File: config.mk
export PLATFORM = sky130hd
export DESIGN_NAME = joystick_button_qualifier
export DESIGN_NICKNAME = d
export VERILOG_FILES = /design/src/sv/jbq_pkg.sv /design/src/sv/jbq_axis.sv /design/src/sv/jbq_dir.sv /design/src/sv/jbq_button.sv /design/src/sv/joystick_button_qualifier.sv
export SDC_FILE = /design/constraint.sdc
export NUM_CORES = 1
export LEC_CHECK = 0
export ABC_AREA = 1
export BUFFER_PORTS_ARGS = -buffer_cell sky130_fd_sc_hd__buf_2
export CORE_MARGIN = 2
export CORE_UTILIZATION = 25
export CTS_BUF_LIST = sky130_fd_sc_hd__clkbuf_8
export DETAILED_ROUTE_END_ITERATION = 10
export PLACE_DENSITY_LB_ADDON = 0.08
export SYNTH_ARGS = -nofsm -noshare
export SYNTH_HDL_FRONTEND = slang
export SYNTH_HIERARCHICAL = 1
export SYNTH_SLANG_ARGS = --single-unit
File: constraint.sdc
create_clock -name clk -period 13.05 [get_ports clk]
set_clock_uncertainty 0.15 [all_clocks]
set_input_delay 1.305 -clock clk [delete_from_list [all_inputs] [get_ports clk]]
set_output_delay 1.305 -clock clk [all_outputs]
set_load 0.01 [all_outputs]
File: src/sv/jbq_pkg.sv
// ----------------------------------------------------------------------------
// jbq_pkg
// shared types and constants for the joystick button qualifier
// ----------------------------------------------------------------------------
package jbq_pkg;

  localparam int SAMPLE_W  = 12;
  localparam int COUNT_W   = 4;
  localparam int DEBOUNCE_W = 16;
  localparam int TIME_W    = 32;
  localparam int CFG_IDX_W = 3;
  localparam int CFG_DATA_W = 16;

  // axis value, two bit two's complement
  typedef logic signed [1:0] axis_t;
  localparam axis_t AXIS_ZERO = 2'sb00;
  localparam axis_t AXIS_POS  = 2'sb01;
  localparam axis_t AXIS_NEG  = 2'sb11;

  typedef enum logic [2:0] {
    DIR_CENTRE = 3'd0,
    DIR_NORTH  = 3'd1,
    DIR_EAST   = 3'd2,
    DIR_SOUTH  = 3'd3,
    DIR_WEST   = 3'd4
  } dir_t;

  typedef enum logic [CFG_IDX_W-1:0] {
    CFG_REST_X        = 3'd0,
    CFG_REST_Y        = 3'd1,
    CFG_DEADZONE      = 3'd2,
    CFG_CONFIRM_READS = 3'd3,
    CFG_DEBOUNCE_MS   = 3'd4
  } cfg_idx_t;

  localparam logic [SAMPLE_W-1:0]   CENTER_RST   = 12'd2048;
  localparam logic [SAMPLE_W-1:0]   DEADZONE_RST = 12'd650;
  localparam logic [COUNT_W-1:0]    CONFIRM_RST  = 4'd3;
  localparam logic [DEBOUNCE_W-1:0] DEBOUNCE_RST = 16'd35;

endpackage

File: src/sv/jbq_axis.sv
// ----------------------------------------------------------------------------
// jbq_axis
// deadzone classify and repeat-confirm qualify for one axis
// ----------------------------------------------------------------------------
module jbq_axis (
  input  logic                          clk,
  input  logic                          rst_n,
  input  logic                          en,
  input  logic                          invert,
  input  logic [jbq_pkg::SAMPLE_W-1:0]  sample,
  input  logic [jbq_pkg::SAMPLE_W-1:0]  center,
  input  logic [jbq_pkg::SAMPLE_W-1:0]  deadzone,
  input  logic [jbq_pkg::COUNT_W-1:0]   confirm_reads,
  output jbq_pkg::axis_t                settled
);
  import jbq_pkg::*;

  axis_t                settled_r, settled_nxt;
  axis_t                pending_r, pending_nxt;
  logic [COUNT_W-1:0]   count_r, count_nxt;
  logic [COUNT_W-1:0]   count_inc;
  axis_t                pend_tmp;
  axis_t                raw;
  logic signed [SAMPLE_W+1:0] offset;
  logic signed [SAMPLE_W+1:0] dz;

  // offset from centre, y is inverted
  always_comb begin
    dz = $signed({2'b00, deadzone});
    if (invert) begin
      offset = $signed({2'b00, center}) - $signed({2'b00, sample});
    end else begin
      offset = $signed({2'b00, sample}) - $signed({2'b00, center});
    end
    if (offset > dz) begin
      raw = AXIS_POS;
    end else if (offset < -dz) begin
      raw = AXIS_NEG;
    end else begin
      raw = AXIS_ZERO;
    end
  end

  always_comb begin
    settled_nxt = settled_r;
    pending_nxt = pending_r;
    count_nxt   = count_r;
    pend_tmp    = pending_r;
    count_inc   = count_r;
    if (raw == settled_r) begin
      pending_nxt = raw;
      count_nxt   = '0;
    end else if (raw == AXIS_ZERO) begin
      settled_nxt = AXIS_ZERO;
      pending_nxt = AXIS_ZERO;
      count_nxt   = '0;
    end else begin
      if (raw == pending_r) begin
        // saturate at confirm_reads
        if (count_r < confirm_reads) begin
          count_inc = count_r + 1'b1;
        end
      end else begin
        pend_tmp  = raw;
        count_inc = COUNT_W'(1);
      end
      pending_nxt = pend_tmp;
      if (count_inc >= confirm_reads) begin
        settled_nxt = pend_tmp;
        count_nxt   = '0;
      end else begin
        count_nxt   = count_inc;
      end
    end
  end

  always_ff @(posedge clk) begin
    if (!rst_n) begin
      settled_r <= AXIS_ZERO;
      pending_r <= AXIS_ZERO;
      count_r   <= '0;
    end else if (en) begin
      settled_r <= settled_nxt;
      pending_r <= pending_nxt;
      count_r   <= count_nxt;
    end
  end

  assign settled = settled_nxt;

endmodule

File: src/sv/jbq_dir.sv
// ----------------------------------------------------------------------------
// jbq_dir
// four-way direction map with diagonal tie-break memory
// ----------------------------------------------------------------------------
module jbq_dir (
  input  logic           clk,
  input  logic           rst_n,
  input  logic           en,
  input  jbq_pkg::axis_t move_x,
  input  jbq_pkg::axis_t move_y,
  output jbq_pkg::dir_t  direction
);
  import jbq_pkg::*;

  dir_t last_r, last_nxt;
  dir_t dir;

  always_comb begin
    last_nxt = last_r;
    dir      = last_r;
    if (move_x == AXIS_ZERO && move_y == AXIS_ZERO) begin
      last_nxt = DIR_CENTRE;
      dir      = DIR_CENTRE;
    end else if (move_x != AXIS_ZERO && move_y != AXIS_ZERO) begin
      // diagonal: memory unchanged
      if (last_r == DIR_EAST || last_r == DIR_WEST) begin
        dir = (move_x == AXIS_POS) ? DIR_EAST : DIR_WEST;
      end else begin
        dir = (move_y == AXIS_POS) ? DIR_SOUTH : DIR_NORTH;
      end
    end else begin
      if (move_x == AXIS_POS) begin
        last_nxt = DIR_EAST;
      end else if (move_x == AXIS_NEG) begin
        last_nxt = DIR_WEST;
      end else if (move_y == AXIS_POS) begin
        last_nxt = DIR_SOUTH;
      end else begin
        last_nxt = DIR_NORTH;
      end
      dir = last_nxt;
    end
  end

  always_ff @(posedge clk) begin
    if (!rst_n) begin
      last_r <= DIR_CENTRE;
    end else if (en) begin
      last_r <= last_nxt;
    end
  end

  assign direction = dir;

endmodule

File: src/sv/jbq_button.sv
// ----------------------------------------------------------------------------
// jbq_button
// time-stamp based button debounce with press edge flag
// ----------------------------------------------------------------------------
module jbq_button (
  input  logic                           clk,
  input  logic                           rst_n,
  input  logic                           en,
  input  logic                           level,
  input  logic [jbq_pkg::TIME_W-1:0]     time_ms,
  input  logic [jbq_pkg::DEBOUNCE_W-1:0] debounce_ms,
  output logic                           held,
  output logic                           pressed
);
  import jbq_pkg::*;

  logic              stable_r, stable_nxt;
  logic [TIME_W-1:0] last_change_r, last_change_nxt;
  logic [TIME_W-1:0] elapsed;
  logic              take;

  // elapsed time wraps modulo 2^32
  assign elapsed = time_ms - last_change_r;
  assign take    = (level != stable_r) &&
                   (elapsed >= {{(TIME_W-DEBOUNCE_W){1'b0}}, debounce_ms});

  always_comb begin
    stable_nxt      = stable_r;
    last_change_nxt = last_change_r;
    if (take) begin
      stable_nxt      = level;
      last_change_nxt = time_ms;
    end
  end

  always_ff @(posedge clk) begin
    if (!rst_n) begin
      stable_r      <= 1'b0;
      last_change_r <= '0;
    end else if (en) begin
      stable_r      <= stable_nxt;
      last_change_r <= last_change_nxt;
    end
  end

  assign held    = stable_nxt;
  assign pressed = take & level;

endmodule

File: src/sv/joystick_button_qualifier.sv
// ----------------------------------------------------------------------------
// joystick_button_qualifier
// joystick deadzone, axis confirm, 4-way direction and button debounce
// ----------------------------------------------------------------------------
// Each input word is one frame (x and y samples, button level, ms time stamp)
// and yields exactly one result word. A frame is captured in an input
// register, qualified by short combinational logic and written to the result
// register, which drives out_valid, so one word per cycle is sustained while
// out_ready stays high. The frame state (axis confirm counters, direction
// memory, debounce time stamp) is updated in the same cycle the word moves
// into the result register. Throughput drops only when the result register
// is held by out_ready low. Configuration registers
// (index 0 rest_x, 1 rest_y, 2 deadzone, 3 confirm_reads,
// 4 debounce_ms) are written through the cfg port, always ready, and should
// be changed only while no word is in flight; other indexes are ignored.
module joystick_button_qualifier (
  input  logic                           clk,
  input  logic                           rst_n,
  // input frame channel
  input  logic                           in_valid,
  output logic                           in_ready,
  input  logic [jbq_pkg::SAMPLE_W-1:0]   in_x_sample,
  input  logic [jbq_pkg::SAMPLE_W-1:0]   in_y_sample,
  input  logic                           in_button_level,
  input  logic [jbq_pkg::TIME_W-1:0]     in_time_ms,
  // result channel
  output logic                           out_valid,
  input  logic                           out_ready,
  output logic signed [1:0]              out_move_x,
  output logic signed [1:0]              out_move_y,
  output logic [2:0]                     out_direction,
  output logic                           out_button_held,
  output logic                           out_button_pressed,
  // configuration write channel
  input  logic                           cfg_valid,
  output logic                           cfg_ready,
  input  logic [jbq_pkg::CFG_IDX_W-1:0]  cfg_index,
  input  logic [jbq_pkg::CFG_DATA_W-1:0] cfg_data
);
  import jbq_pkg::*;

  // configuration registers
  logic [SAMPLE_W-1:0]   rest_x_r;
  logic [SAMPLE_W-1:0]   rest_y_r;
  logic [SAMPLE_W-1:0]   deadzone_r;
  logic [COUNT_W-1:0]    confirm_reads_r;
  logic [DEBOUNCE_W-1:0] debounce_ms_r;

  // input register
  logic                  s1_valid_r;
  logic [SAMPLE_W-1:0]   x_r;
  logic [SAMPLE_W-1:0]   y_r;
  logic                  level_r;
  logic [TIME_W-1:0]     time_r;

  // result register
  logic                  out_valid_r;
  axis_t                 move_x_r;
  axis_t                 move_y_r;
  dir_t                  direction_r;
  logic                  held_r;
  logic                  pressed_r;

  logic                  advance;
  axis_t                 mx;
  axis_t                 my;
  dir_t                  dir;
  logic                  held;
  logic                  pressed;

  // word moves from input register to result register
  assign advance  = s1_valid_r && (!out_valid_r || out_ready);
  assign in_ready = !s1_valid_r || advance;
  assign cfg_ready = 1'b1;

  always_ff @(posedge clk) begin
    if (!rst_n) begin
      rest_x_r        <= CENTER_RST;
      rest_y_r        <= CENTER_RST;
      deadzone_r      <= DEADZONE_RST;
      confirm_reads_r <= CONFIRM_RST;
      debounce_ms_r   <= DEBOUNCE_RST;
    end else if (cfg_valid) begin
      case (cfg_idx_t'(cfg_index))
        CFG_REST_X:        rest_x_r        <= cfg_data[SAMPLE_W-1:0];
        CFG_REST_Y:        rest_y_r        <= cfg_data[SAMPLE_W-1:0];
        CFG_DEADZONE:      deadzone_r      <= cfg_data[SAMPLE_W-1:0];
        CFG_CONFIRM_READS: confirm_reads_r <= cfg_data[COUNT_W-1:0];
        CFG_DEBOUNCE_MS:   debounce_ms_r   <= cfg_data[DEBOUNCE_W-1:0];
        default: ;
      endcase
    end
  end

  // input register: control
  always_ff @(posedge clk) begin
    if (!rst_n) begin
      s1_valid_r <= 1'b0;
    end else if (in_ready) begin
      s1_valid_r <= in_valid;
    end
  end

  // input register: payload
  always_ff @(posedge clk) begin
    if (in_valid && in_ready) begin
      x_r     <= in_x_sample;
      y_r     <= in_y_sample;
      level_r <= in_button_level;
      time_r  <= in_time_ms;
    end
  end

  // x axis, offset sample minus centre
  jbq_axis u_axis_x (
    .clk           (clk),
    .rst_n         (rst_n),
    .en            (advance),
    .invert        (1'b0),
    .sample        (x_r),
    .center        (rest_x_r),
    .deadzone      (deadzone_r),
    .confirm_reads (confirm_reads_r),
    .settled       (mx)
  );

  // y axis, inverted: centre minus sample
  jbq_axis u_axis_y (
    .clk           (clk),
    .rst_n         (rst_n),
    .en            (advance),
    .invert        (1'b1),
    .sample        (y_r),
    .center        (rest_y_r),
    .deadzone      (deadzone_r),
    .confirm_reads (confirm_reads_r),
    .settled       (my)
  );

  jbq_dir u_dir (
    .clk       (clk),
    .rst_n     (rst_n),
    .en        (advance),
    .move_x    (mx),
    .move_y    (my),
    .direction (dir)
  );

  jbq_button u_button (
    .clk         (clk),
    .rst_n       (rst_n),
    .en          (advance),
    .level       (level_r),
    .time_ms     (time_r),
    .debounce_ms (debounce_ms_r),
    .held        (held),
    .pressed     (pressed)
  );

  // result register: control
  always_ff @(posedge clk) begin
    if (!rst_n) begin
      out_valid_r <= 1'b0;
    end else if (advance) begin
      out_valid_r <= 1'b1;
    end else if (out_ready) begin
      out_valid_r <= 1'b0;
    end
  end

  // result register: payload
  always_ff @(posedge clk) begin
    if (advance) begin
      move_x_r    <= mx;
      move_y_r    <= my;
      direction_r <= dir;
      held_r      <= held;
      pressed_r   <= pressed;
    end
  end

  assign out_valid          = out_valid_r;
  assign out_move_x         = move_x_r;
  assign out_move_y         = move_y_r;
  assign out_direction      = direction_r;
  assign out_button_held    = held_r;
  assign out_button_pressed = pressed_r;

endmodule

* Word level (Yosys, flattened, before mapping)
Cells that the tools add are included.
** Word-level totals
- Flip-flop bits (word level) :: 176
- Input bits :: 81
- Output and inout port bits :: 12
- Logic and storage cells :: 122
** Operators by class
- Add/sub/neg operators :: 6
- Order comparisons :: 9
- Equality and inequality tests :: 15
- Multiplexer cells :: 41
- Bitwise logic cells :: 1
- Reduce and logical (&&, ||, !) cells :: 25
** Operator list (number)
- $mux 4 :: 14
- $mux 2 :: 17
- $ge 32x16->1 :: 1
- $sub 32x32->32 :: 1
- $gt 14x13->1 :: 2
- $lt 14x14->1 :: 2
- $sub 12x12->13 :: 2
- $mux 3 :: 7
- $neg 12->14 :: 1
- $reduce_and 2->1 :: 7
- $eq 3x2->1 const B :: 3
- $add 4x1->4 const B :: 2
- $eq 2x2->1 :: 4
- $ge 4x4->1 :: 2
- $logic_not 2->1 :: 4
- $lt 4x4->1 :: 2
- $eq 3x3->1 const B :: 2
- $reduce_bool 2->1 :: 3
- $logic_and 1x1->1 :: 5
- $eq 2x2->1 const B :: 2
- $eq 3x1->1 const B :: 1
- $logic_not 3->1 :: 1
- $logic_or 1x1->1 :: 3
- $mux 1 :: 3
- other kinds (5) :: 6

* Depth between registers and ports, before layout
Gate-level depths: netlist of run 1.
- Word-level depth :: 18
- Gate-level depth with buffers :: 43
- Depth with buffers taken out :: 43

* Cells and area by module
Netlist of run 1, hierarchy kept.
** By module, submodules not included
- jbq_button :: instances 1, cells each 831, area each 4434.3 µm², seq. area each 660.6 µm²
- joystick_button_qualifier :: instances 1, cells each 405, area each 4391.7 µm², seq. area each 3143.0 µm²
- jbq_axis (u_axis_x) :: instances 1, cells each 448, area each 2755.1 µm², seq. area each 160.2 µm²
- jbq_axis (u_axis_y) :: instances 1, cells each 449, area each 2740.1 µm², seq. area each 160.2 µm²
- jbq_dir :: instances 1, cells each 45, area each 265.3 µm², seq. area each 60.1 µm²

* Least setup slack after synthesis of run 1
OpenSTA, ideal clock, no wires.
- Path kind :: reg2reg
- From :: register x_r[0]
- To :: register direction_r[2], in the netlist out_direction[2], data pin
- Setup time :: 0.258 ns
- Data arrival time :: 4.625 ns
- Data required time :: 12.642 ns
- Path slack :: 8.017 ns
- Cell stages (with the launch flop) :: 41
- Buffers on the path :: 0
- Clock period less this slack :: 5.033 ns
- Cell sequence :: edfxtp_1 > inv_1 > ha_1 > inv_1 > fa_1 > nand3_1 > nand2_1 > inv_1 > nor2_1 > o31ai_1 > nor2_1 > a21oi_1 > o21bai_1 > xor2_1 > ha_1 > nand2_1 > nor2_1 > nand2_1 > (+5 left out) > nand2_4 > nand2_2 > nand2_4 > nand3_1 > inv_1 > ha_1 > inv_1 > nor2_1 > o211ai_1 > nand3_1 > o21ai_0 > inv_1 > inv_2 > nand2_2 > nand2_4 > inv_2 > nor2_1 > a21oi_1
** On the way
- Cells in the longest elaborated chain, start to end :: 16
- Elaborated cells between the ends (all ways) :: 27
- Classes of those cells :: add/sub: 1; order compare: 3; eq/ne: 4; mux: 14; reduce/logical: 5
** RTL lines
- start, declared :: RTL line joystick_button_qualifier.sv:51 : logic [SAMPLE_W-1:0] x_r;
- start signal, assigned :: RTL line joystick_button_qualifier.sv:107 : x_r <= in_x_sample;
- $sub 12x12->13 * :: RTL line jbq_axis.sv:33 : offset = $signed({2'b00, sample}) - $signed({2'b00, center});
- $lt 14x14->1 :: RTL line jbq_axis.sv:37 : end else if (offset < -dz) begin
- $mux 2 :: RTL line jbq_axis.sv:37
- $mux 2 * :: RTL line jbq_axis.sv:35 : if (offset > dz) begin
- $eq 2x2->1 :: RTL line jbq_axis.sv:58 : if (raw == pending_r) begin
- $mux 4 :: RTL line jbq_axis.sv:58
- $mux 4 :: RTL line jbq_axis.sv:53 : end else if (raw == AXIS_ZERO) begin
- $mux 4 :: RTL line jbq_axis.sv:50 : if (raw == settled_r) begin
- $ge 4x4->1 :: RTL line jbq_axis.sv:68 : if (count_inc >= confirm_reads) begin
- $mux 2 :: RTL line jbq_axis.sv:68
- $mux 2 :: RTL line jbq_axis.sv:53
- $mux 2 * :: RTL line jbq_axis.sv:50
- named net mx[0] :: RTL line joystick_button_qualifier.sv:65 : axis_t mx;
- $eq 2x1->1 / $eq 2x2->1 (equally long branches) :: RTL line jbq_dir.sv:34, jbq_dir.sv:27, jbq_dir.sv:32
- $mux 3, on equally long branches :: RTL line jbq_dir.sv:34, jbq_dir.sv:27
- $mux 3, on equally long branches :: RTL line jbq_dir.sv:32, jbq_dir.sv:26
- $mux 3 :: RTL line jbq_dir.sv:24 : end else if (move_x != AXIS_ZERO && move_y != AXIS_ZERO) begin
- end signal, assigned :: RTL line joystick_button_qualifier.sv:176 : direction_r <= dir;
- end, declared :: RTL line joystick_button_qualifier.sv:60 : dir_t direction_r;
The timed path passes the listed nets; every way through them passes the cells marked *. The select of a mux whose other input is x is not followed.
A chain may end at the register's enable or synchronous reset.

* Final worst setup path of run 1
Same ends and word-level chain as after synthesis.

==> results of run 1 <==
[through the flow]
step / instance area, um^2 / setup slack [ns] / instances / hold slack [ns] / total power, uW
after global placement: 15800 / 7.44 / 3003 / 0.312 / 1150
after global routing: 16200 / 6.59 / 3037 / 0.365 / 1700
after floorplan: 14600 / 8.02 / 2180 / 0.292 / 1010
after detailed placement: 15800 / 7.34 / 3003 / 0.312 / 1160
after CTS: 16200 / 7.30 / 3035 / 0.341 / 1600
final: 16200 / 7.28 / 3038 / 0.337 / 1560
[per-layer routing]
metal  GRT usage, %  part of all wire (%)  vias up  routed length, um
li1               -                     -     6896                  -
met1           19.4                    49     5820              21200
met2           24.7                    46      143              19700
met3           3.08                   3.3       44               1410
met4           4.47                   1.6        4                702
met5              0                 0.060        -                 26
[synth_stat cells (all sizes together), types with 13 or more instances]
master  count
xor2       57
buf        34
nand4      13
ha        163
dfxtp     110
inv       409
nor2      308
edfxtp     66
nor3       15
nand2     660
nand3     146
o21ai      23
a21oi     103
[registers in the layout, summed over array words and instances, names as in the netlist, 2 cells and up]
register,cells
confirm_reads_r,4
deadzone_r,12
debounce_ms_r,16
out_direction,3
out_move_x,2
out_move_y,2
rest_x_r,12
rest_y_r,12
time_r,32
u_axis_x/count_r,4
u_axis_x/pending_r,2
u_axis_x/settled_r,2
u_axis_y/count_r,4
u_axis_y/pending_r,2
u_axis_y/settled_r,2
u_button/last_change_r,32
u_dir/last_r,3
x_r,12
y_r,12
[logic make-up after synthesis]
family	synth area share, %
AO/OA/AOI/OAI	6.31
XOR/XNOR	3.84
adder cells (fa/ha/maj)	14.7
buffers and inverters	12.5
flip-flops	28.7
other	0.0515
AND/OR/NAND/NOR	33.9
[where the power goes]
group / internal (uW) / total, uW / leakage, uW / switching (uW)
sequential: 603 / 624 / 0.00154 / 20.7
combinational: 179 / 514 / 0.00667 / 335
clock: 178 / 423 / 0.000211 / 244
total: 960 / 1560 / 0.00842 / 600
[final cells by class]
class | instances | area share, %
well taps | 765 | 5.92
inverters | 411 | 9.54
diodes | 3 | 0.0464
clock inverters | 14 | 0.959
repair buffers | 95 | 3.02
flip-flops and latches | 176 | 25.9
multi-input cells | 1556 | 53.1
clock buffers | 18 | 1.53
[worst max-delay path, delay by kind of cell, from the launching register on]
family          cells  cell delay, ns
simple gates       18            1.50
xor+xnor            1            0.24
fa+ha+maj           4            1.14
compound gates      7            1.27
flops               1            0.41
buf+inv             9            0.78
[final timing paths]
kind,startpoint,endpoint,slack [ns],cells past startpoint
worst max register to register,x_r[0]$_DFFE_PP_,out_direction[2]$_DFFE_PP_,7.28,39
worst min-delay path,debounce_ms_r[1]$_SDFFE_PN1P_,debounce_ms_r[1]$_SDFFE_PN1P_,0.34,2
worst max-delay path,x_r[0]$_DFFE_PP_,out_direction[2]$_DFFE_PP_,7.28,39
worst min register to register,debounce_ms_r[1]$_SDFFE_PN1P_,debounce_ms_r[1]$_SDFFE_PN1P_,0.34,2
==> results.rst, run 1 <==
.. list-table::
   :header-rows: 1

   * - Metric
     - Value
   * - Fraction of layout cells with a size suffix above 1
     - 9.65%
   * - Worst-Margin Slew
     - 0.930 ns
   * - Number of instances in the synthesized netlist
     - 2178
   * - Later-pin clock latency in the skew report
     - 0.57 ns
   * - Worst slew slack as a fraction of its limit
     - 37.9%
   * - Cts bufs inserted
     - 17
   * - Summed instance area of the synthesized netlist
     - 0.0146 mm^2
   * - Vias per inst
     - 4.25
   * - Flop and latch count out of synthesis
     - 176
   * - Maximum clock path buffer count
     - 2
   * - Initial standard-cell utilization of the core
     - 25.3%
   * - Power per cell area
     - 96.5 mW/mm^2
   * - Post-synth cell types
     - 47
   * - Weighted congestion reported at the end of routability-driven placement
     - 0.839
   * - RSZ-0062 raised after global routing
     - false
   * - Clk sink count
     - 176
   * - Count of max-cap constraint violations
     - 0
   * - Part of the Yosys area used for sequential elements
     - 28.7%
   * - Highest Clock Rate
     - 0.173 GHz
   * - Number of vias after detailed routing
     - 12900
   * - First-pass iteration count of the detailed router
     - 5
   * - Cell taking the most area after synthesis
     - nand2_1
   * - Cell seen most often among critical-path stages
     - inv_1
   * - Number of antenna violations at the first check in global routing
     - 5
   * - Overall routing resource usage
     - 14.9%
   * - Worst EP required
     - 13.22 ns
   * - Element type at the critical path end
     - register
   * - Signed area change from the synthesized netlist to the final layout
     - 10.9%
   * - Clock slew at reported path FFs
     - 0.11 ns
   * - Std cell rows
     - 88
   * - Final core area utilization
     - 28.0%
   * - Most frequent cells in the layout
     - 621 x nand2_1, 395 x inv_1, 282 x nor2_1
   * - Cell type of the slowest stage on the worst timing path
     - edfxtp_1
   * - Die H
     - 246 um
   * - Share of the cycle needed by the critical path after routing
     - 44.2%
   * - Combined flip-flop and latch cell area
     - 0.00418 mm^2
   * - Largest net degree at the start of global routing
     - 71
   * - Type of the worst setup path
     - register to register
   * - Count of endpoints failing hold in the final timing report
     - 0
   * - Asr flop ratio synth
     - 0%
   * - Synthesized area divided by synthesized cell count
     - 6.70 um^2
   * - PostCTS Resize Cnt
     - 0
   * - Final setup violation count
     - 0
   * - Final-layout fill cell count
     - 6467
   * - Max-slew violation count
     - 0
   * - Area of the placeable core
     - 0.0577 mm^2
   * - Root buf cell
     - clkbuf_8
   * - Top_reg_cell synth
     - dfxtp_1
   * - Warnings from Yosys
     - 6
   * - Number of DRC markers in iteration 0
     - 629
   * - Leakage dissipation
     - 0.00842 uW
   * - Final Net Count
     - 2506
   * - IO buf count
     - 91
   * - Footprint of the multi-input gates
     - 0.00859 mm^2
   * - Post-route DRC
     - 0
   * - Max IR drop VDD
     - 0.0781 mV
   * - Number of ports placed on the die boundary
     - 93
   * - Commonest non-fill, non-tap cell in the layout
     - nand2_1
   * - Status
     - completed
   * - Die Span X
     - 246 um
   * - Global-route wire length before repair
     - 69.5 mm
   * - Count of H-tree levels built during CTS
     - 4
   * - Vias in the first global route
     - 12800
   * - Number of setup buffers added after CTS
     - 0
   * - Largest cells by area after synthesis
     - nand2_1 16%, dfxtp_1 15%, ha_1 14%
   * - Worst-path maximum fanout
     - 6
   * - Total negative slack for setup checks
     - 0 ns
   * - Critical Path Start Type
     - register
   * - Die outline area
     - 0.0603 mm^2
   * - Clock period minus worst slack
     - 5.77 ns
   * - Data arrival, critical path
     - 5.94 ns
   * - HPWL reported at the end of detailed placement
     - 34.4 mm
   * - Post-DR wirelength/cell
     - 14.2 um
   * - Count of antenna-violating nets left after detailed routing
     - 0
   * - Overflow after GRT
     - 0
   * - Path type of the worst min-delay path
     - register to register
   * - Clock tree from TritonCTS
     - built
   * - Post-synth top area share
     - 16.0%
   * - Number of enable-type register cells in the synthesized netlist
     - 66
   * - Critical Path Max Stage Delay
     - 0.41 ns
   * - Number of hold-repair buffers added at the cts stage
     - 0
   * - Total detailed-routing wirelength
     - 43.1 mm
Power figures use the tool's default switching activity.
==> run 2, diff against run 1 <==
==> constraint.sdc (replaced) <==
create_clock -name clk -period 5.3 [get_ports clk]
set_clock_uncertainty 0.15 [all_clocks]
set_input_delay 0.53 -clock clk [delete_from_list [all_inputs] [get_ports clk]]
set_output_delay 0.53 -clock clk [all_outputs]
set_load 0.01 [all_outputs]
==> run 2 against run 1 <==
Setup slack worse by 7.2 ns. Sequential share of layout area is 2.5 points lower. Total power grew to 2.6 times the previous value. Flip-flop and latch count stayed put. Core utilization is 3.0 points higher. Clock-buffer cell count is 1 lower.
==> results.rst, run 2 (synthesized netlist as in run 1, its figures left out) <==
.. list-table::
   :header-rows: 1

   * - Metric
     - Value
   * - Highest Clock Rate
     - 0.193 GHz (was 0.173 GHz)
   * - Maximum clock path buffer count
     - 2 (unchanged)
   * - Initial standard-cell utilization of the core
     - 25.3% (unchanged)
   * - Cell type of the slowest stage on the worst timing path
     - edfxtp_1 (unchanged)
   * - RSZ-0062 raised after global routing
     - true (was false)
   * - Critical Path Start Type
     - register (unchanged)
   * - Vias in the first global route
     - 13300 (was 12800)
   * - HPWL reported at the end of detailed placement
     - 35.2 mm (was 34.4 mm)
   * - Count of endpoints failing hold in the final timing report
     - 0 (unchanged)
   * - Data arrival, critical path
     - 5.34 ns (was 5.94 ns)
   * - Max IR drop VDD
     - 0.201 mV (was 0.0781 mV)
   * - Power share of the clock group
     - 25.3% (was 27.1%)
   * - Later-pin clock latency in the skew report
     - 0.57 ns (about the same)
   * - Die outline area
     - 0.0603 mm^2 (unchanged)
   * - Weighted congestion reported at the end of routability-driven placement
     - 0.851 (was 0.839)
   * - Count of H-tree levels built during CTS
     - 4 (unchanged)
   * - Vias per inst
     - 4.24 (was 4.25)
   * - Number of vias after detailed routing
     - 13500 (was 12900)
   * - Sequential share of power
     - 38.2% (was 40.0%)
   * - Number of ports placed on the die boundary
     - 93 (unchanged)
   * - Share of the cycle needed by the critical path after routing
     - 97.7% (was 44.2%)
   * - Final Net Count
     - 2660 (was 2506)
   * - Clk sink count
     - 176 (unchanged)
   * - Final setup violation count
     - 0 (unchanged)
   * - Number of DRC markers in iteration 0
     - 524 (was 629)
   * - Root buf cell
     - clkbuf_8 (unchanged)
   * - Fraction of layout cells with a size suffix above 1
     - 16.3% (was 9.65%)
   * - Signed area change from the synthesized netlist to the final layout
     - 22.6% (was 10.9%)
   * - Most frequent cells in the layout
     - 608 x nand2_1, 384 x inv_1, 269 x nor2_1 (was 621 x nand2_1, 395 x inv_1, 282 x nor2_1)
   * - Std cell rows
     - 88 (unchanged)
   * - Sum of internal, switching and leakage power
     - 4020 uW (was 1560 uW)
   * - Overflow after GRT
     - 0 (unchanged)
   * - Global-route wire length before repair
     - 70.6 mm (was 69.5 mm)
   * - Power per cell area
     - 225 mW/mm^2 (was 96.5 mW/mm^2)
   * - Post-DR wirelength/cell
     - 13.9 um (was 14.2 um)
   * - IO buf count
     - 91 (unchanged)
   * - Count of max-cap constraint violations
     - 0 (unchanged)
   * - Type of the worst setup path
     - register to register (unchanged)
   * - Worst-path maximum fanout
     - 6 (unchanged)
   * - Element type at the critical path end
     - register (unchanged)
   * - Post-route DRC
     - 0 (unchanged)
   * - Final Hold Slack
     - 0.0929 ns (was 0.337 ns)
   * - Clock tree from TritonCTS
     - built (unchanged)
   * - Path type of the worst min-delay path
     - input pin to register (was register to register)
   * - Worst-Margin Slew
     - 0.931 ns (was 0.930 ns)
   * - Total detailed-routing wirelength
     - 44.2 mm (was 43.1 mm)
   * - Clock period minus worst slack
     - 5.18 ns (was 5.77 ns)
   * - Switching power
     - 1530 uW (was 600 uW)
   * - Top flop regs
     - time_r x32, u_button/last_change_r x32, debounce_ms_r x16 (unchanged)
   * - Area of the placeable core
     - 0.0577 mm^2 (unchanged)
   * - Number of antenna violations at the first check in global routing
     - 3 (was 5)
   * - Worst slew slack as a fraction of its limit
     - 37.8% (was 37.9%)
   * - Max-slew violation count
     - 0 (unchanged)
   * - Clock slew at reported path FFs
     - 0.11 ns (about the same)
   * - Count of antenna-violating nets left after detailed routing
     - 0 (unchanged)
   * - Leakage dissipation
     - 0.00915 uW (was 0.00842 uW)
   * - Net switching share of the total power
     - 38.0% (was 38.5%)
   * - Largest net degree at the start of global routing
     - 61 (was 71)
   * - First-pass iteration count of the detailed router
     - 7 (was 5)
   * - Critical Path Max Stage Delay
     - 0.40 ns (was 0.41 ns)
   * - Cts bufs inserted
     - 17 (unchanged)
   * - Commonest non-fill, non-tap cell in the layout
     - nand2_1 (unchanged)
   * - Int Power
     - 2490 uW (was 960 uW)
   * - Worst EP required
     - 5.46 ns (was 13.22 ns)
   * - Die H
     - 246 um (unchanged)
   * - Cell seen most often among critical-path stages
     - inv_2 (was inv_1)
   * - Die Span X
     - 246 um (unchanged)
   * - Comb pwr share
     - 36.5% (was 33.0%)
   * - Status
     - completed (unchanged)
   * - Overall routing resource usage
     - 15.1% (was 14.9%)
## run 2: cell type report
cell class | instances | area, um^2
clock inverter | 15 | 163
tap | 765 | 957
fill | 6490 | 39800
multi-input combinational | 1556 | 8980
antenna | 2 | 5.00
inverter | 411 | 1550
clock buffer | 17 | 234
timing repair buffer | 249 | 1800
sequential | 176 | 4190
## run 2: worst paths after layout
kind         cells after the start                            end  slack [ns]                         start
min                              3  debounce_ms_r[5]$_SDFFE_PN1P_        0.09                   cfg_data[5]
min reg2reg                      2   u_dir/last_r[0]$_SDFFE_PN0P_        0.33  u_dir/last_r[0]$_SDFFE_PN0P_
max                             42     out_direction[2]$_DFFE_PP_        0.12              x_r[0]$_DFFE_PP_
max reg2reg                     42     out_direction[2]$_DFFE_PP_        0.12              x_r[0]$_DFFE_PP_
## run 2: stage by stage
stage	setup slack (ns)	area, um^2	TNS, ns	utilization [%]	instances
after floorplan	0.267	14600	0	-	2180
after global placement	-0.336	16200	-1.62	28.0	3057
after detailed placement	-0.369	16200	-1.82	28.0	3057
after CTS	0.00342	17500	0	30.4	3179
after global routing	-0.312	17900	-2.26	31.0	3191
final	0.122	17900	0	31.0	3191
## run 2: power by group through the flow
stage	Sequential (uW)	Combinational, uW	Clock, uW
finish	1530	1470	1020
global route	1550	1690	1120
CTS	1540	1430	1090
detailed placement	1570	1340	0
global placement	1570	1330	0
floorplan	1550	947	0
## run 2: routing by layer
layer / track usage (%) / wire length [um]
met4: 5.08 / 975
met1: 19.6 / 21700
met2: 25.0 / 20200
met3: 2.78 / 1280
met5: 0 / 13
## run 2: critical path, delay by kind of cell, from the launching register on
kind                     cells  cell delay, ns
AO/OA/AOI/OAI                6            0.72
XOR/XNOR                     1            0.17
adder cells (fa/ha/maj)      4            1.10
buffers and inverters        9            0.51
flip-flops                   1            0.40
AND/OR/NAND/NOR             22            1.87
## run 2: timing repair
action	4_1_cts	5_1_grt
pin swaps	31	48
hold buffers	60	0
endpoints found under the hold margin	60	0
gates cloned	0	0
buffers inserted	30	11
setup endpoints to repair	9	18
resized for setup	40	65
==> run 3, diff against run 2 <==
--- a/config.mk
+++ b/config.mk
@@ -6,7 +6,8 @@
 export NUM_CORES = 1
 export LEC_CHECK = 0
 export ABC_AREA = 1
-export BUFFER_PORTS_ARGS = -buffer_cell sky130_fd_sc_hd__buf_2
+export ABC_CLOCK_PERIOD_IN_PS = 5300
+export BUFFER_PORTS_ARGS = -buffer_cell sky130_fd_sc_hd__clkbuf_2
 export CORE_MARGIN = 2
 export CORE_UTILIZATION = 25
 export CTS_BUF_LIST = sky130_fd_sc_hd__clkbuf_8
==> run 3 against run 2 <==
Clock-buffer cell count is 1 higher. First-iteration DRC count is 10% higher. Worst hold slack hardly changed. Setup slack better by 0.029 ns. Sequential power hardly changed. Flip-flop and latch count stayed put. Clock power hardly changed. Register-to-register slack better by 0.03 ns. Maximum frequency is 0.57% higher. Largest power group unchanged. Critical path depth is 2 lower. Sequential share of layout area is 0.082 points higher.
==> results.rst, run 3 (synthesized netlist as in run 1, its figures left out) <==
.. list-table::
   :header-rows: 1

   * - Metric
     - Value
   * - Overflow after GRT
     - 0 (unchanged)
   * - Worst slew slack as a fraction of its limit
     - 35.4% (was 37.8%)
   * - Die outline area
     - 0.0603 mm^2 (unchanged)
   * - Type of the worst setup path
     - register to register (unchanged)
   * - Signed area change from the synthesized netlist to the final layout
     - 22.2% (was 22.6%)
   * - Critical Path Max Stage Delay
     - 0.40 ns (about the same)
   * - Combined flip-flop and latch cell area
     - 0.00419 mm^2 (unchanged)
   * - Number of cells on the worst reg-to-reg path
     - 40 (was 42)
   * - Leakage dissipation
     - 0.00909 uW (was 0.00915 uW)
   * - Data arrival, critical path
     - 5.32 ns (was 5.34 ns)
   * - Post-route DRC
     - 0 (unchanged)
   * - Clock period minus worst slack
     - 5.15 ns (was 5.18 ns)
   * - Weighted congestion reported at the end of routability-driven placement
     - 0.859 (was 0.851)
   * - Post-DR wirelength/cell
     - 14.0 um (was 13.9 um)
   * - Worst-Margin Slew
     - 0.967 ns (was 0.931 ns)
   * - Reg2Reg Capture Point
     - out_direction[2]$_DFFE_PP_ (unchanged)
   * - Worst Setup SP
     - y_r[0]$_DFFE_PP_ (was x_r[0]$_DFFE_PP_)
   * - Share of the cycle needed by the critical path after routing
     - 97.1% (was 97.7%)
   * - Clock tree from TritonCTS
     - built (unchanged)
   * - Count of max-cap constraint violations
     - 0 (unchanged)
   * - Element type at the critical path end
     - register (unchanged)
   * - Final std cell area, no fill
     - 0.0178 mm^2 (was 0.0179 mm^2)
   * - Count of H-tree levels built during CTS
     - 4 (unchanged)
   * - R2r setup slk
     - 0.15 ns (was 0.12 ns)
   * - RSZ-0062 raised after global routing
     - true (unchanged)
   * - Count of endpoints failing hold in the final timing report
     - 0 (unchanged)
   * - Final setup violation count
     - 0 (unchanged)
   * - Total negative slack for setup checks
     - 0 ns (unchanged)
   * - Number of ports placed on the die boundary
     - 93 (unchanged)
   * - Clk sink count
     - 176 (unchanged)
   * - Die Span X
     - 246 um (unchanged)
   * - Die H
     - 246 um (unchanged)
   * - Worst EP required
     - 5.48 ns (was 5.46 ns)
   * - Root buf cell
     - clkbuf_8 (unchanged)
   * - Vias per inst
     - 4.27 (was 4.24)
   * - Final Net Count
     - 2642 (was 2660)
   * - Cell type of the slowest stage on the worst timing path
     - edfxtp_1 (unchanged)
   * - CP endpoint
     - out_direction[2]$_DFFE_PP_ (unchanged)
   * - Worst reg2reg path startpoint
     - y_r[0]$_DFFE_PP_ (was x_r[0]$_DFFE_PP_)
   * - Vias in the first global route
     - 13400 (was 13300)
   * - Global-route wire length before repair
     - 71.3 mm (was 70.6 mm)
   * - Cts bufs inserted
     - 17 (unchanged)
   * - Most frequent cells in the layout
     - 606 x nand2_1, 379 x inv_1, 269 x nor2_1 (was 608 x nand2_1, 384 x inv_1, 269 x nor2_1)
   * - Start point of the worst min-delay path
     - cfg_data[5] (unchanged)
   * - Initial standard-cell utilization of the core
     - 25.3% (unchanged)
   * - Final-layout fill cell count
     - 6496 (was 6490)
   * - Largest net degree at the start of global routing
     - 65 (was 61)
   * - First-pass iteration count of the detailed router
     - 5 (was 7)
   * - Total detailed-routing wirelength
     - 44.5 mm (was 44.2 mm)
   * - Critical Path Start Type
     - register (unchanged)
   * - Sum of internal, switching and leakage power
     - 4040 uW (was 4020 uW)
   * - IO buf count
     - 91 (unchanged)
   * - Area of the placeable core
     - 0.0577 mm^2 (unchanged)
   * - Status
     - completed (unchanged)
   * - Highest Clock Rate
     - 0.194 GHz (was 0.193 GHz)
   * - Overall routing resource usage
     - 15.3% (was 15.1%)
   * - Number of DRC markers in iteration 0
     - 578 (was 524)
   * - Number of antenna violations at the first check in global routing
     - 3 (unchanged)
   * - Footprint of the multi-input gates
     - 0.00904 mm^2 (was 0.00898 mm^2)
   * - Power per cell area
     - 227 mW/mm^2 (was 225 mW/mm^2)
   * - Maximum clock path buffer count
     - 2 (unchanged)
   * - Fraction of layout cells with a size suffix above 1
     - 16.1% (was 16.3%)
   * - HPWL reported at the end of detailed placement
     - 35.2 mm (about the same)
   * - Commonest non-fill, non-tap cell in the layout
     - nand2_1 (unchanged)
   * - Standard cell area after detailed placement
     - 0.0161 mm^2 (was 0.0162 mm^2)
   * - Top flop regs
     - time_r x32, u_button/last_change_r x32, debounce_ms_r x16 (unchanged)
   * - Max-slew violation count
     - 0 (unchanged)
   * - Worst-path maximum fanout
     - 6 (unchanged)
   * - Clock slew at reported path FFs
     - 0.11 ns (about the same)
   * - Number of vias after detailed routing
     - 13500 (about the same)
   * - Later-pin clock latency in the skew report
     - 0.58 ns (was 0.57 ns)
   * - Count of antenna-violating nets left after detailed routing
     - 0 (unchanged)
   * - Std cell rows
     - 88 (unchanged)
   * - Max IR drop VDD
     - 0.214 mV (was 0.201 mV)
   * - Path type of the worst min-delay path
     - input pin to register (unchanged)
run 3: per-stage QoR:
stage | util, % | setup WS [ns] | hold WS [ns] | cells
2_1_floorplan | - | 0.267 | 0.292 | 2180
3_3_place_gp | 28.0 | -0.191 | 0.310 | 3053
3_5_place_dp | 28.0 | -0.246 | 0.317 | 3053
4_1_cts | 30.0 | 0.0000107 | 0.0291 | 3157
5_1_grt | 30.9 | -0.219 | 0.0549 | 3173
6_report | 30.9 | 0.151 | 0.0930 | 3173
run 3: layer usage:
layer	track usage [%]	vias to the layer above	wire [um]
met5	0	-	11
met4	5.61	2	1160
met3	2.85	55	1540
met2	25.2	175	20200
met1	19.8	6133	21500
li1	-	7176	-
run 3: layout make-up:
cell class / count / area share (%)
inverter: 411 / 8.71
clock inverter: 14 / 0.920
clock buffer: 18 / 1.39
sequential: 176 / 23.5
timing repair buffer: 231 / 9.35
antenna: 2 / 0.0281
tap: 765 / 5.37
multi-input combinational: 1556 / 50.7
run 3: how the worst min path moves through the flow:
stage	end	slack, ns	depth (start not counted)
detailed placement	debounce_ms_r[1]$_SDFFE_PN1P_	0.32	2
CTS	out_valid$_SDFFE_PN0P_	0.03	4
global route	debounce_ms_r[5]$_SDFFE_PN1P_	0.05	3
floorplan	debounce_ms_r[1]$_SDFFE_PN1P_	0.29	2
finish	debounce_ms_r[5]$_SDFFE_PN1P_	0.09	3
global placement	debounce_ms_r[1]$_SDFFE_PN1P_	0.31	2
run 3: what timing repair did:
item | in CTS | in global routing
gates resized for setup | 23 | 96
endpoints found under the setup margin | 6 | 19
setup buffers | 11 | 15
hold endpoints to repair | 61 | 0
pin swaps | 17 | 54
hold buffers | 61 | 0
run 3: worst max-delay path: cells and delay by family (launching register included):
family / cells / cell delay [ns]
AOI/OAI and AO/OA: 5 / 0.75
and+or+nand+nor: 20 / 1.69
adders and majority gates: 4 / 1.03
DFF: 1 / 0.40
buffers and inverters: 10 / 0.74
xor gates and xnor gates: 1 / 0.15
run 3: where the power goes:
| group | total [uW] | internal (uW) | leakage [uW] | switching, uW |
|---|---|---|---|---|
| combinational | 1470 | 567 | 0.00734 | 898 |
| sequential | 1540 | 1480 | 0.00154 | 51.2 |
| clock | 1040 | 409 | 0.000211 | 630 |
| total | 4040 | 2460 | 0.00909 | 1580 |
